--- src/hsbdc_pkg.sv ---
// Shared types, constants and the brightness dim curve for the HSB to RGB converter.
package hsbdc_pkg;

  // Hue circle and sector span in degrees
  localparam int unsigned HUE_CIRCLE  = 360;
  localparam int unsigned SECTOR_SPAN = 60;

  // Reciprocal of 360 for the hue quotient: q = (hue * HUE_RECIP) >> HUE_SHIFT
  localparam logic [15:0] HUE_RECIP = 16'd46604;
  localparam int unsigned HUE_SHIFT = 24;

  // Reciprocal of 60 for the blend quotient: q = (p * DIV60_RECIP) >> DIV60_SHIFT
  localparam logic [15:0] DIV60_RECIP = 16'd34953;
  localparam int unsigned DIV60_SHIFT = 21;

  // Full-scale channel level
  localparam logic [7:0] LEVEL_MAX = 8'd255;

  // 60-degree sector of the hue circle
  typedef enum logic [2:0] {
    SECT_RED_GREEN_UP  = 3'd0,
    SECT_RED_DOWN      = 3'd1,
    SECT_BLUE_UP       = 3'd2,
    SECT_GREEN_DOWN    = 3'd3,
    SECT_RED_UP        = 3'd4,
    SECT_BLUE_DOWN     = 3'd5
  } sector_t;

  // Position of a hue within the circle: sector and offset inside it
  typedef struct packed {
    sector_t    sector;
    logic [5:0] frac;
  } hue_pos_t;

  // Perceptual dim curve
  localparam logic [7:0] DIM_CURVE [256] = '{
    8'd0,   8'd1,   8'd1,   8'd2,   8'd2,   8'd2,   8'd2,   8'd2,
    8'd2,   8'd3,   8'd3,   8'd3,   8'd3,   8'd3,   8'd3,   8'd3,
    8'd3,   8'd3,   8'd3,   8'd3,   8'd3,   8'd3,   8'd3,   8'd4,
    8'd4,   8'd4,   8'd4,   8'd4,   8'd4,   8'd4,   8'd4,   8'd4,
    8'd4,   8'd4,   8'd4,   8'd5,   8'd5,   8'd5,   8'd5,   8'd5,
    8'd5,   8'd5,   8'd5,   8'd5,   8'd5,   8'd6,   8'd6,   8'd6,
    8'd6,   8'd6,   8'd6,   8'd6,   8'd6,   8'd7,   8'd7,   8'd7,
    8'd7,   8'd7,   8'd7,   8'd7,   8'd8,   8'd8,   8'd8,   8'd8,
    8'd8,   8'd8,   8'd9,   8'd9,   8'd9,   8'd9,   8'd9,   8'd9,
    8'd10,  8'd10,  8'd10,  8'd10,  8'd10,  8'd11,  8'd11,  8'd11,
    8'd11,  8'd11,  8'd12,  8'd12,  8'd12,  8'd12,  8'd12,  8'd13,
    8'd13,  8'd13,  8'd13,  8'd14,  8'd14,  8'd14,  8'd14,  8'd15,
    8'd15,  8'd15,  8'd16,  8'd16,  8'd16,  8'd16,  8'd17,  8'd17,
    8'd17,  8'd18,  8'd18,  8'd18,  8'd19,  8'd19,  8'd19,  8'd20,
    8'd20,  8'd20,  8'd21,  8'd21,  8'd22,  8'd22,  8'd22,  8'd23,
    8'd23,  8'd24,  8'd24,  8'd25,  8'd25,  8'd25,  8'd26,  8'd26,
    8'd27,  8'd27,  8'd28,  8'd28,  8'd29,  8'd29,  8'd30,  8'd30,
    8'd31,  8'd32,  8'd32,  8'd33,  8'd33,  8'd34,  8'd35,  8'd35,
    8'd36,  8'd36,  8'd37,  8'd38,  8'd38,  8'd39,  8'd40,  8'd40,
    8'd41,  8'd42,  8'd43,  8'd43,  8'd44,  8'd45,  8'd46,  8'd47,
    8'd48,  8'd48,  8'd49,  8'd50,  8'd51,  8'd52,  8'd53,  8'd54,
    8'd55,  8'd56,  8'd57,  8'd58,  8'd59,  8'd60,  8'd61,  8'd62,
    8'd63,  8'd64,  8'd65,  8'd66,  8'd68,  8'd69,  8'd70,  8'd71,
    8'd73,  8'd74,  8'd75,  8'd76,  8'd78,  8'd79,  8'd81,  8'd82,
    8'd83,  8'd85,  8'd86,  8'd88,  8'd90,  8'd91,  8'd93,  8'd94,
    8'd96,  8'd98,  8'd99,  8'd101, 8'd103, 8'd105, 8'd107, 8'd109,
    8'd110, 8'd112, 8'd114, 8'd116, 8'd118, 8'd121, 8'd123, 8'd125,
    8'd127, 8'd129, 8'd132, 8'd134, 8'd136, 8'd139, 8'd141, 8'd144,
    8'd146, 8'd149, 8'd151, 8'd154, 8'd157, 8'd159, 8'd162, 8'd165,
    8'd168, 8'd171, 8'd174, 8'd177, 8'd180, 8'd183, 8'd186, 8'd190,
    8'd193, 8'd196, 8'd200, 8'd203, 8'd207, 8'd211, 8'd214, 8'd218,
    8'd222, 8'd226, 8'd230, 8'd234, 8'd238, 8'd242, 8'd248, 8'd255
  };

endpackage

--- src/hsbdc_hue_split.sv ---
// Three-stage hue reduction: modulo 360, then sector and offset within the sector.
module hsbdc_hue_split (
  input  logic                  clk,
  input  logic [15:0]           hue,
  output hsbdc_pkg::hue_pos_t   pos
);

  logic [31:0]          quot_prod;
  logic [7:0]           quot_r;
  logic [15:0]          hue1_r;
  logic [16:0]          circ_mult;
  logic [16:0]          hue_diff;
  logic [8:0]           h_nxt;
  logic [8:0]           h_r;
  hsbdc_pkg::sector_t   sect_nxt;
  logic [8:0]           sect_base;
  logic [8:0]           frac_full;
  hsbdc_pkg::hue_pos_t  pos_r;

  // Stage 1: estimate hue / 360 with a reciprocal multiply
  assign quot_prod = hue * hsbdc_pkg::HUE_RECIP;

  always_ff @(posedge clk) begin
    quot_r <= quot_prod[hsbdc_pkg::HUE_SHIFT +: 8];
    hue1_r <= hue;
  end

  // Stage 2: subtract the whole turns
  assign circ_mult = 17'(quot_r) * 17'(hsbdc_pkg::HUE_CIRCLE);
  assign hue_diff  = {1'b0, hue1_r} - circ_mult;
  assign h_nxt     = hue_diff[8:0];

  always_ff @(posedge clk) begin
    h_r <= h_nxt;
  end

  // Stage 3: pick the sector by compares and keep the offset inside it
  always_comb begin
    if (h_r >= 9'd300) begin
      sect_nxt  = hsbdc_pkg::SECT_BLUE_DOWN;
      sect_base = 9'd300;
    end else if (h_r >= 9'd240) begin
      sect_nxt  = hsbdc_pkg::SECT_RED_UP;
      sect_base = 9'd240;
    end else if (h_r >= 9'd180) begin
      sect_nxt  = hsbdc_pkg::SECT_GREEN_DOWN;
      sect_base = 9'd180;
    end else if (h_r >= 9'd120) begin
      sect_nxt  = hsbdc_pkg::SECT_BLUE_UP;
      sect_base = 9'd120;
    end else if (h_r >= 9'd60) begin
      sect_nxt  = hsbdc_pkg::SECT_RED_DOWN;
      sect_base = 9'd60;
    end else begin
      sect_nxt  = hsbdc_pkg::SECT_RED_GREEN_UP;
      sect_base = 9'd0;
    end
  end

  assign frac_full = h_r - sect_base;

  always_ff @(posedge clk) begin
    pos_r.sector <= sect_nxt;
    pos_r.frac   <= frac_full[5:0];
  end

  assign pos = pos_r;

endmodule

--- src/hsb_to_rgb_dim_curve.sv ---
// Top level: pipelined HSB to RGB converter with a perceptual brightness curve.
//
//   port group   direction  role
//   ----------   ---------  -------------------------------------------------
//   start/busy   in/out     request handshake; request taken when start && !busy
//   in_*         in         hue (16 b), saturation (8 b), brightness (8 b)
//   out_*        out        red, green, blue (8 b each), one-cycle out_valid strobe
//
// One request per clock; results come out in request order.
// The five register stages are: curve lookup, base multiply, span subtract
// alongside the sector split, blend multiply and divide-by-60 reciprocal multiply with the channel select.
// busy stays low: the pipeline never stalls and the receiver cannot hold results.
// Reset clears the valid bits only; data registers are not reset.
module hsb_to_rgb_dim_curve (
  input  logic        clk,
  input  logic        rst_n,
  input  logic        start,
  output logic        busy,
  input  logic [15:0] in_hue,
  input  logic [7:0]  in_saturation,
  input  logic [7:0]  in_brightness,
  output logic        out_valid,
  output logic [7:0]  out_red,
  output logic [7:0]  out_green,
  output logic [7:0]  out_blue
);

  logic                 req;
  hsbdc_pkg::hue_pos_t  pos;

  logic        vld1_r, vld2_r, vld3_r, vld4_r, out_valid_r;
  logic [7:0]  val1_r, inv_s1_r;
  logic [7:0]  val2_r, base2_r;
  logic        grey2_r;
  logic [15:0] base_prod;
  logic [7:0]  val3_r, base3_r, diff3_r;
  logic        grey3_r;
  logic [5:0]  frac_dn;
  logic [13:0] prod_up4_r, prod_dn4_r;
  logic [7:0]  val4_r, base4_r;
  logic        grey4_r;
  hsbdc_pkg::sector_t sect4_r;
  logic [29:0] quot_up_prod, quot_dn_prod;
  logic [7:0]  up_lvl, dn_lvl;
  logic [7:0]  red_nxt, green_nxt, blue_nxt;
  logic [7:0]  out_red_r, out_green_r, out_blue_r;

  assign busy = 1'b0;
  assign req  = start && !busy;

  // Hue path runs alongside stages 1 to 3
  hsbdc_hue_split u_hue_split (
    .clk (clk),
    .hue (in_hue),
    .pos (pos)
  );

  // Advance the valid bits
  always_ff @(posedge clk) begin
    if (!rst_n) begin
      vld1_r      <= 1'b0;
      vld2_r      <= 1'b0;
      vld3_r      <= 1'b0;
      vld4_r      <= 1'b0;
      out_valid_r <= 1'b0;
    end else begin
      vld1_r      <= req;
      vld2_r      <= vld1_r;
      vld3_r      <= vld2_r;
      vld4_r      <= vld3_r;
      out_valid_r <= vld4_r;
    end
  end

  // Stage 1: dim curve lookups for brightness and inverted saturation
  always_ff @(posedge clk) begin
    val1_r   <= hsbdc_pkg::DIM_CURVE[in_brightness];
    inv_s1_r <= hsbdc_pkg::DIM_CURVE[hsbdc_pkg::LEVEL_MAX - in_saturation];
  end

  // Stage 2: base level and grey detect
  assign base_prod = inv_s1_r * val1_r;

  always_ff @(posedge clk) begin
    val2_r  <= val1_r;
    base2_r <= base_prod[15:8];
    grey2_r <= (inv_s1_r == hsbdc_pkg::LEVEL_MAX);
  end

  // Stage 3: span between full level and base
  always_ff @(posedge clk) begin
    val3_r  <= val2_r;
    base3_r <= base2_r;
    diff3_r <= val2_r - base2_r;
    grey3_r <= grey2_r;
  end

  // Stage 4: scale the span by the rising and falling fractions
  assign frac_dn = 6'(hsbdc_pkg::SECTOR_SPAN) - pos.frac;

  always_ff @(posedge clk) begin
    prod_up4_r <= diff3_r * pos.frac;
    prod_dn4_r <= diff3_r * frac_dn;
    val4_r     <= val3_r;
    base4_r    <= base3_r;
    grey4_r    <= grey3_r;
    sect4_r    <= pos.sector;
  end

  // Stage 5: divide by 60, add base and route to the channels
  assign quot_up_prod = prod_up4_r * hsbdc_pkg::DIV60_RECIP;
  assign quot_dn_prod = prod_dn4_r * hsbdc_pkg::DIV60_RECIP;
  assign up_lvl = quot_up_prod[hsbdc_pkg::DIV60_SHIFT +: 8] + base4_r;
  assign dn_lvl = quot_dn_prod[hsbdc_pkg::DIV60_SHIFT +: 8] + base4_r;

  always_comb begin
    if (grey4_r) begin
      red_nxt   = val4_r;
      green_nxt = val4_r;
      blue_nxt  = val4_r;
    end else begin
      case (sect4_r)
        hsbdc_pkg::SECT_RED_GREEN_UP: begin
          red_nxt = val4_r;  green_nxt = up_lvl;  blue_nxt = base4_r;
        end
        hsbdc_pkg::SECT_RED_DOWN: begin
          red_nxt = dn_lvl;  green_nxt = val4_r;  blue_nxt = base4_r;
        end
        hsbdc_pkg::SECT_BLUE_UP: begin
          red_nxt = base4_r; green_nxt = val4_r;  blue_nxt = up_lvl;
        end
        hsbdc_pkg::SECT_GREEN_DOWN: begin
          red_nxt = base4_r; green_nxt = dn_lvl;  blue_nxt = val4_r;
        end
        hsbdc_pkg::SECT_RED_UP: begin
          red_nxt = up_lvl;  green_nxt = base4_r; blue_nxt = val4_r;
        end
        default: begin
          red_nxt = val4_r;  green_nxt = base4_r; blue_nxt = dn_lvl;
        end
      endcase
    end
  end

  always_ff @(posedge clk) begin
    out_red_r   <= red_nxt;
    out_green_r <= green_nxt;
    out_blue_r  <= blue_nxt;
  end

  assign out_valid = out_valid_r;
  assign out_red   = out_red_r;
  assign out_green = out_green_r;
  assign out_blue  = out_blue_r;

  // Every request yields a strobe on out_valid
  a_req_to_result: assert property (@(posedge clk) disable iff (!rst_n)
    req |-> ##5 out_valid) else $error("request lost in pipeline");

  // No strobe without a matching request
  a_no_spurious: assert property (@(posedge clk) disable iff (!rst_n)
    out_valid |-> $past(req, 5)) else $error("result without request");

  // Hue split must land inside one sector
  a_hue_pos: assert property (@(posedge clk) disable iff (!rst_n)
    vld3_r |-> (pos.frac < 6'd60) &&
               (pos.sector != 3'd6) && (pos.sector != 3'd7))
    else $error("hue sector or offset out of range");

  // Base never exceeds the full level
  a_base_le_val: assert property (@(posedge clk) disable iff (!rst_n)
    vld2_r |-> (base2_r <= val2_r)) else $error("base above full level");

endmodule

--- config.mk ---
export PLATFORM = sky130hd
export DESIGN_NAME = hsb_to_rgb_dim_curve
export DESIGN_NICKNAME = d
export VERILOG_FILES = /design/src/hsbdc_pkg.sv /design/src/hsbdc_hue_split.sv /design/src/hsb_to_rgb_dim_curve.sv
export SDC_FILE = /design/constraint.sdc
export NUM_CORES = 1
export LEC_CHECK = 0
export BUFFER_PORTS_ARGS = -buffer_cell sky130_fd_sc_hd__clkbuf_2
export CORE_ASPECT_RATIO = 1.1
export CORE_MARGIN = 2
export CORE_UTILIZATION = 30
export DETAILED_ROUTE_END_ITERATION = 8
export SKIP_CTS_REPAIR_TIMING = 1
export SLEW_MARGIN = 20
export SYNTH_ARGS = -nofsm -noshare
export SYNTH_HDL_FRONTEND = slang
export SYNTH_SLANG_ARGS = --single-unit
--- constraint.sdc ---
create_clock -name clk -period 7.01 [get_ports clk]
set_input_delay 0.3505 -clock clk [delete_from_list [all_inputs] [get_ports clk]]
set_output_delay 0.3505 -clock clk [all_outputs]
set_load 0.05 [all_outputs]
After elaboration in Yosys (flattened, before gate mapping)
Memory sizes are Yosys's and may differ from the RTL's. A register that Yosys moved wholly into a read port is not among the register bits.
Index checks and enable logic that the tools add are counted.

word-level totals
  register bits after elaboration = 154
  bits in latches = 0
  bits in writable memories = 0
  memory bits (read-only) = 4096
  input port bits = 35
  output and inout port bits = 26
  logic and storage cells = 76
  memories kept = 2

memories
  name              words  width  read ports  clocked after memory_dff  write ports  line                        RTL
  (name not given)  256    8      1           1                         0            hsb_to_rgb_dim_curve.sv:78  inv_s1_r <= hsbdc_pkg::DIM_CURVE[hsbdc_pkg::LEVEL_MAX - in_saturation];
  (name not given)  256    8      1           1                         0            hsb_to_rgb_dim_curve.sv:77  val1_r <= hsbdc_pkg::DIM_CURVE[in_brightness];

cells by class
  $add $sub $neg = 7
  $mul = 7
  div/mod/pow operators = 0
  magnitude comparators = 5
  equal/unequal tests = 5
  shifts and indexed selects = 0
  mux-type cells = 15
  bitwise logic cells = 2
  reductions and logical operators = 6

operators with widths
  kind                    number
  $pmux 8 s3              3
  $mul 14x16->29 const B  2
  $mul 16x14->30 const B  1
  $mux 6                  5
  $mul 8x6->14            2
  $mux 8                  3
  $ge 9x8->1 const B      2
  $not 8->9               2
  $add 8x8->8             2
  $mul 8x8->16            1
  $reduce_or 2->1         5
  $ge 9x6->1 const B      1
  $ge 9x7->1 const B      1
  $ge 9x9->1 const B      1
  $sub 9x9->9             1
  $eq 8x8->1 const B      1
  $mul 8x6->6 const B     1
  $sub 8x8->8             1
  $sub 8x8->8 const A     1
  $eq 3x2->1 const B      2
  $mux 3                  2
  $sub 6x6->6             1
  $sub 6x6->6 const A     1
  $eq 3x1->1 const B      1
  3 further kinds         4

Longest topological paths before layout
Gate-level depths: netlist of run 1.

  depth after elaboration = 7
  mapped depth = 26

Cells and area by module
A second synthesis of run 1 with hierarchy kept.

second synthesis, totals
  cell total of the unflattened synthesis = 2308
  area, all modules = 20205.6 sq um

by module, submodules not included
  module                times used  cells an instance  area each (sq um)  seq. area each (sq um)
  hsb_to_rgb_dim_curve  1           1830               15588.7            2682.6
  hsbdc_hue_split       1           478                4616.9             660.6

Worst setup path after synthesis of run 1
No wires, ideal clock.

  path kind = register -> register
  from = reg prod_up4_r[10]
  to = reg out_green_r[7], in the netlist out_green[7]
  setup time = 0.086 ns
  data arrival time = 5.787 ns
  required time = 6.924 ns
  path slack = 1.137 ns
  cell stages (with the launch flop) = 27
  path through = dfxtp_1 > ha_1 > fa_1 > inv_1 > fa_1 > inv_1 > ha_1 > ha_1 > ha_1 > a21o_1 > a21o_1 > a22oi_1 > o211ai_1 > a21oi_1 > nor2b_1 > o21a_1 > a21oi_1 > xnor2_1 > ha_1 > o21a_1 > a2111oi_2 > nor3_2 > xnor2_2 > and4b_4 > nor4b_4 > a211oi_1 > a221oi_2

between the ends
  word-level cells in the longest chain between the ends = 4

ends and longest elaborated chain
  what                    line                         RTL
  from (decl)             hsb_to_rgb_dim_curve.sv:39   logic [13:0] prod_up4_r, prod_dn4_r;
  from (signal assigned)  hsb_to_rgb_dim_curve.sv:102  prod_up4_r <= diff3_r * pos.frac;
  $mul 14x16->29          hsb_to_rgb_dim_curve.sv:111  assign quot_up_prod = prod_up4_r * hsbdc_pkg::DIV60_RECIP;
  $add 8x8->8             hsb_to_rgb_dim_curve.sv:113  assign up_lvl = quot_up_prod[hsbdc_pkg::DIV60_SHIFT +: 8] + base4_r;
  $pmux 8 s3              hsb_to_rgb_dim_curve.sv:122  case (sect4_r)
  $mux 8                  hsb_to_rgb_dim_curve.sv:117  if (grey4_r) begin
  named net green_nxt[7]  hsb_to_rgb_dim_curve.sv:45   logic [7:0] red_nxt, green_nxt, blue_nxt;
  to (signal assigned)    hsb_to_rgb_dim_curve.sv:147  out_green_r <= green_nxt;
  to (decl)               hsb_to_rgb_dim_curve.sv:46   logic [7:0] out_red_r, out_green_r, out_blue_r;

The timed path passes the listed nets, and every way through them passes these cells.
A chain may end at the register's enable or synchronous reset.

Worst setup path in the final report of run 1
Same ends and word-level chain as after synthesis.

==> results.tsv, run 1 <==
stage	metric	value	unit
finish	diodes	0	
synth	synth_top_area_share	24.47	%
detailed_routing	drc	0	
synth	syn_nets	2865	
floorplanning	rows	99	
detailed_routing	vias_per_cell	4.856	
synth	seq_area_frac_synth	16.59	%
synth	yosys.area.top_type	ha_1	
global_route	antenna_found_initial	0	
synth	synthTopCellsByArea	ha_1, fa_1, dfxtp_1, inv_1, nand2_1	
clock_network	cts_max_path_buffers	2	
setup_path	cpMaxStageDelayCell	fa_1	
job	cap_violations	0	
global_route	grt_overflow_total	0	
clock_network	htree_levels	4	
global_route	grt_pass1_vias	15140	
setup_path	critPathMaxStageDelay	510	ps
detailed_routing	ant_nets	0	
floorplanning	ios	61	
global_route	grt.total_usage	13.15	%
finish	drive_gt1_share	5.851	%
setup_path	arrival	6620	ps
setup_path	cp-end-kind	flip-flop	
setup_path	worst_setup_path_start_kind	flip-flop	
clock_network	clock_latency	470	ps
synth	yosys_warnings	0	
timing	maxClockFrequency	0.1602	GHz
clock_network	root_buffer	clkbuf_16	
synth	synth.most_common_cell	ha_1	
detailed_routing	wl_per_cell	14.11	µm
finish	nets	2851	
setup_path	path_class	flip-flop to flip-flop	
synth	synth_edf_count	0	
synth	yosys.cell_types.count	80	
synth	synthArstFlopShare	0	%
timing	grt_setup_unrepaired	no	
timing	layout_min_cycle_time	6244	ps
synth	synth-seq-cells	167	
timing	min_period_over_period	89.07	%
synth	ys_top_cells_by_count	ha_1, inv_1, fa_1	
clock_network	cts_tree	yes	
detailed_routing	num_vias	15120	
detailed_routing	drt-pass1-iter-count	7	
clock_network	cts.clk_slew.worst_paths	70	ps
placed_design	dpl.hpwl	35.14	mm
detailed_routing	drt_wl_total	43.94	mm
placed_design	io_buffers	59	
floorplanning	die-area	0.06925	mm²
floorplanning	die-height	275.8	µm
synth	netlist_area	0.02015	mm²
floorplanning	coreArea	0.06639	mm²
worst_hold_path	min_path_type	input port to flip-flop	
timing	finClkSkew	17.50	ps
timing	setup_violations	0	
finish	fill_cells	6926	
timing	worstMarginPinSlew	988.8	ps
timing	hold_viol	0	
finish	ff_latch_area	0.003343	mm²
setup_path	cpMostUsedCell	ha_1	
finish	multi_input_area	0.01523	mm²
floorplanning	start_util	30.35	%
synth	syn_inst	2257	
synth	ys.flop_type	dfxtp_1	
detailed_routing	drt-initial-drc-count	916	
synth	synth.avg_cell_area	8.927	µm²
clock_network	numCtsBuffers	17	
timing	slew_headroom	34.08	%
placed_design	routabilityCongestion	0.8386	
floorplanning	fp.dieW	251.1	µm
timing	setup_tns	0	ps
setup_path	worstPathRequired	7390	ps
outcome	status	complete, no violations	
global_route	grt_max_degree	72	
timing	slew_viol_final	0	
global_route	grt_pass1_wl	75.11	mm
setup_path	cp_max_fo	4	
clock_network	cts_sinks	167	
finish	syn_to_final_growth	8.228	%
## critical path: cells and delay by family (launching register included)
family / cells / cell delay (ps)
XOR/XNOR: 2 / 310
flip-flops: 1 / 420
AO/OA/AOI/OAI: 11 / 2260
buffers and inverters: 2 / 90
AND/OR/NAND/NOR: 4 / 730
adder cells (fa/ha/maj): 7 / 2360
## stage by stage
step | std cells | worst slack, ps | cell area [µm²] | hold slack (ps) | util, %
floorplan | 2257 | 1137 | 20150 | 309.6 | -
global placement | 3082 | 793.3 | 21190 | 310.4 | 31.91
detailed placement | 3082 | 732.3 | 21190 | 312.1 | 31.91
CTS | 3114 | 705.8 | 21800 | 65.09 | 32.84
global route | 3114 | 383.4 | 21810 | 76.70 | 32.84
finish | 3114 | 766.3 | 21810 | 102.9 | 32.84
## flip-flops by register name, indices dropped and copies added (netlist names), 3 cells and up
register,cells
sect4_r,3
base4_r,8
u_hue_split.pos,9
val4_r,8
out_red,8
out_green,8
val2_r,8
u_hue_split.hue1_r,9
prod_up4_r,13
val1_r,8
val3_r,8
base3_r,8
inv_s1_r,8
diff3_r,8
u_hue_split.quot_r,6
u_hue_split.h_r,9
out_blue,8
prod_dn4_r,14
base2_r,8
## final cells by class
cell class / instances / share of cell area, %
Clock buffer: 17 / 1.951
Clock inverter: 15 / 0.8607
Timing Repair Buffer: 68 / 1.664
Tap cell: 858 / 4.923
Inverter: 316 / 5.440
Sequential cell: 167 / 15.33
Multi-Input combinational cell: 1673 / 69.83
## cells in the final DEF (no fill, tap or decap), types with 18 or more instances in the layout
cell type	instances
a211oi_1	30
a21o_1	25
a21oi_1	125
a31oi_1	19
and2_1	95
clkbuf_2	59
dfxtp_1	167
fa_1	179
ha_1	394
inv_1	313
nand2_1	173
nand2b_1	18
nand3_1	29
nor2_1	116
nor2b_1	18
nor3_1	27
o21a_1	19
o21ai_0	96
o21bai_1	18
xnor2_1	64
xor2_1	23
## logic make-up after synthesis
logic type / after synthesis / share of synthesized area, %
flip-flops: 167 / 16.59
other: 1 / 0.01861
multiplexers: 28 / 1.851
AO/OA/AOI/OAI: 460 / 14.98
adder cells (fa/ha/maj): 574 / 42.30
AND/OR/NAND/NOR: 522 / 12.54
buffers and inverters: 417 / 7.849
XOR/XNOR: 88 / 3.863
## path summary, 6_finish.rpt
path                               start                   end  slack [ps]  cells after the start
hold reg to reg        val3_r[2]$_DFF_P_     val4_r[2]$_DFF_P_         320                      0
setup / recovery  prod_up4_r[10]$_DFF_P_  out_green[7]$_DFF_P_         770                     26
setup reg to reg  prod_up4_r[10]$_DFF_P_  out_green[7]$_DFF_P_         770                     26
hold / removal                     start     vld1_r$_SDFF_PN0_         100                      2
## metal layers
metal | part of all wire (%) | global-route usage [%] | vias up
met5 | 0 | 0 | -
li1 | - | - | 7614
met2 | 49 | 22.82 | 251
met4 | 1.4 | 3.571 | 0
met3 | 3.0 | 1.716 | 36
met1 | 47 | 17.17 | 7220
Power of run 1 is left out: the tool's default activity adds up to more than one toggle a clock period on the data nets, which glitch-free logic cannot reach.
==> run 2, diff against run 1 <==
CELL_PAD_IN_SITES_DETAIL_PLACEMENT = 1   (was unset)
CELL_PAD_IN_SITES_GLOBAL_PLACEMENT = 1   (was unset)
PLACE_DENSITY_LB_ADDON = 0.1   (was unset)
==> results.tsv, run 2 (synthesized netlist as in run 1, its figures left out) <==
stage	metric	value	unit
clock_network	cts_sinks	167	
placed_design	io_buffers	59	
finish	top_regs	prod_dn4_r (14), prod_up4_r (13)	
setup_path	cpMostUsedCell	ha_1	
placed_design	routabilityCongestion	0.7889	
clock_network	htree_levels	4	
timing	fin_hold_ws	87.27	ps
setup_path	rr_worst_depth	26	
floorplanning	fp.dieW	251.1	µm
detailed_routing	ant_nets	0	
clock_network	clock_latency	460	ps
detailed_routing	wl_per_cell	17.21	µm
timing	layout_min_cycle_time	6431	ps
clock_network	root_buffer	clkbuf_16	
finish	syn_to_final_growth	7.992	%
global_route	antenna_found_initial	0	
setup_path	r2r_end	out_green[7]$_DFF_P_	
floorplanning	start_util	30.35	%
setup_path	cpMaxStageDelayCell	fa_1	
detailed_routing	num_vias	15450	
setup_path	crit_path_start	prod_up4_r[10]$_DFF_P_	
timing	grt_setup_unrepaired	no	
clock_network	cts_tree	yes	
finish	fin_util	32.77	%
floorplanning	die-height	275.8	µm
floorplanning	rows	99	
finish	drive_gt1_share	5.843	%
timing	finClkSkew	14.15	ps
setup_path	r2r-start	prod_up4_r[10]$_DFF_P_	
detailed_routing	drt-pass1-iter-count	5	
global_route	grt_max_degree	72	
timing	maxClockFrequency	0.1555	GHz
global_route	grt.total_usage	15.99	%
finish	largest_reg_flops	14	
finish	nets	2854	
setup_path	arrival	6810	ps
setup_path	rrSetupSlack	580	ps
finish	final_common_cell	ha_1	
floorplanning	die-area	0.06925	mm²
detailed_routing	drt-initial-drc-count	586	
floorplanning	coreArea	0.06639	mm²
timing	worstMarginPinSlew	756.0	ps
timing	slew_viol_final	0	
placed_design	dpl.hpwl	43.01	mm
timing	min_period_over_period	91.74	%
global_route	grt_pass1_wl	88.95	mm
timing	slew_headroom	49.24	%
setup_path	path_delay_family	compound AO/OA/AOI/OAI gates	
setup_path	path_depth	26	
finish	diodes	0	
clock_network	numCtsBuffers	17	
setup_path	path_class	flip-flop to flip-flop	
detailed_routing	vias_per_cell	4.956	
detailed_routing	drc	0	
setup_path	cp-end-kind	flip-flop	
detailed_routing	drt_wl_total	53.65	mm
floorplanning	ios	61	
timing	hold_viol	0	
finish	final_cell_mix	ha_1, inv_1, fa_1	
setup_path	worst_setup_path_start_kind	flip-flop	
global_route	grt_overflow_total	0	
clock_network	cts.clk_slew.worst_paths	70	ps
worst_hold_path	min_path_type	input port to flip-flop	
setup_path	path_buf_inv	2	
timing	setup_violations	0	
outcome	status	complete, no violations	
setup_path	cp_max_fo	4	
job	cap_violations	0	
clock_network	cts_max_path_buffers	2	
setup_path	endpoint	out_green[7]$_DFF_P_	
setup_path	critPathMaxStageDelay	510	ps
timing	setup_tns	0	ps
finish	regMostFlops	prod_dn4_r	
global_route	grt_pass1_vias	16880	
setup_path	worstPathRequired	7390	ps
run 2: cell types whose count changed in the layout (fill, tap and decap cells not counted), sizes merged:
cell | previous run | this run
clkinv | 9 | 3
buf | 9 | 12
clkinvlp | 2 | 6
clkbuf | 76 | 78
run 2: per-stage QoR:
stage | std cells | worst slack, ps | area [µm²]
6_report | 3117 | 579.0 | 21760
5_1_grt | 3117 | 102.6 | 21760
4_1_cts | 3117 | 512.8 | 21760
3_5_place_dp | 3085 | 543.2 | 21210
3_3_place_gp | 3085 | 649.8 | 21210
2_1_floorplan | 2257 | 1137 | 20150
run 2: routing by layer:
metal  up-vias  routed length [µm]  GRT usage, %
met5         -                   0             0
met4         0                 584         3.399
met3        35                 872         1.490
met2       132               27950         30.03
met1      7682               24250         19.78
li1       7600                   -             -
run 2: how the worst min path moves through the flow:
stage	startpoint	end	slack [ps]	cells after the start
6_report	start	vld1_r$_SDFF_PN0_	90	2
5_1_grt	start	vld1_r$_SDFF_PN0_	80	2
4_1_cts	start	vld1_r$_SDFF_PN0_	50	2
3_5_place_dp	base3_r[3]$_DFF_P_	base4_r[3]$_DFF_P_	310	0
3_3_place_gp	u_hue_split.h_r[1]$_DFF_P_	u_hue_split.pos[1]$_DFF_P_	310	0
2_1_floorplan	base3_r[0]$_DFF_P_	base4_r[0]$_DFF_P_	310	0
run 2: final cells by class:
cell class / instances / area [µm²]
Clock inverter: 13 / 113.9
Clock buffer: 19 / 432.9
Inverter: 316 / 1186
Sequential cell: 167 / 3343
Multi-Input combinational cell: 1673 / 15220
Fill cell: 7717 / 44640
Tap cell: 858 / 1074
Timing Repair Buffer: 71 / 385.4
run 2: worst register-to-register path, stage by stage (launching register included):
cell,delay [ps]
dfxtp_1,430
ha_1,280
fa_1,510
inv_1,50
fa_1,500
inv_1,40
ha_1,290
ha_1,300
ha_1,200
a21o_1,180
a21o_1,170
a22oi_1,290
o211ai_1,170
a21oi_1,260
nor2b_1,100
o21a_1,200
a21oi_1,180
xnor2_1,140
ha_1,280
o21a_1,140
a2111oi_2,390
nor3_2,110
xnor2_2,180
and4b_4,240
nor4b_4,330
a211oi_1,150
a221oi_2,260
Power of run 2 is left out for the same reason.
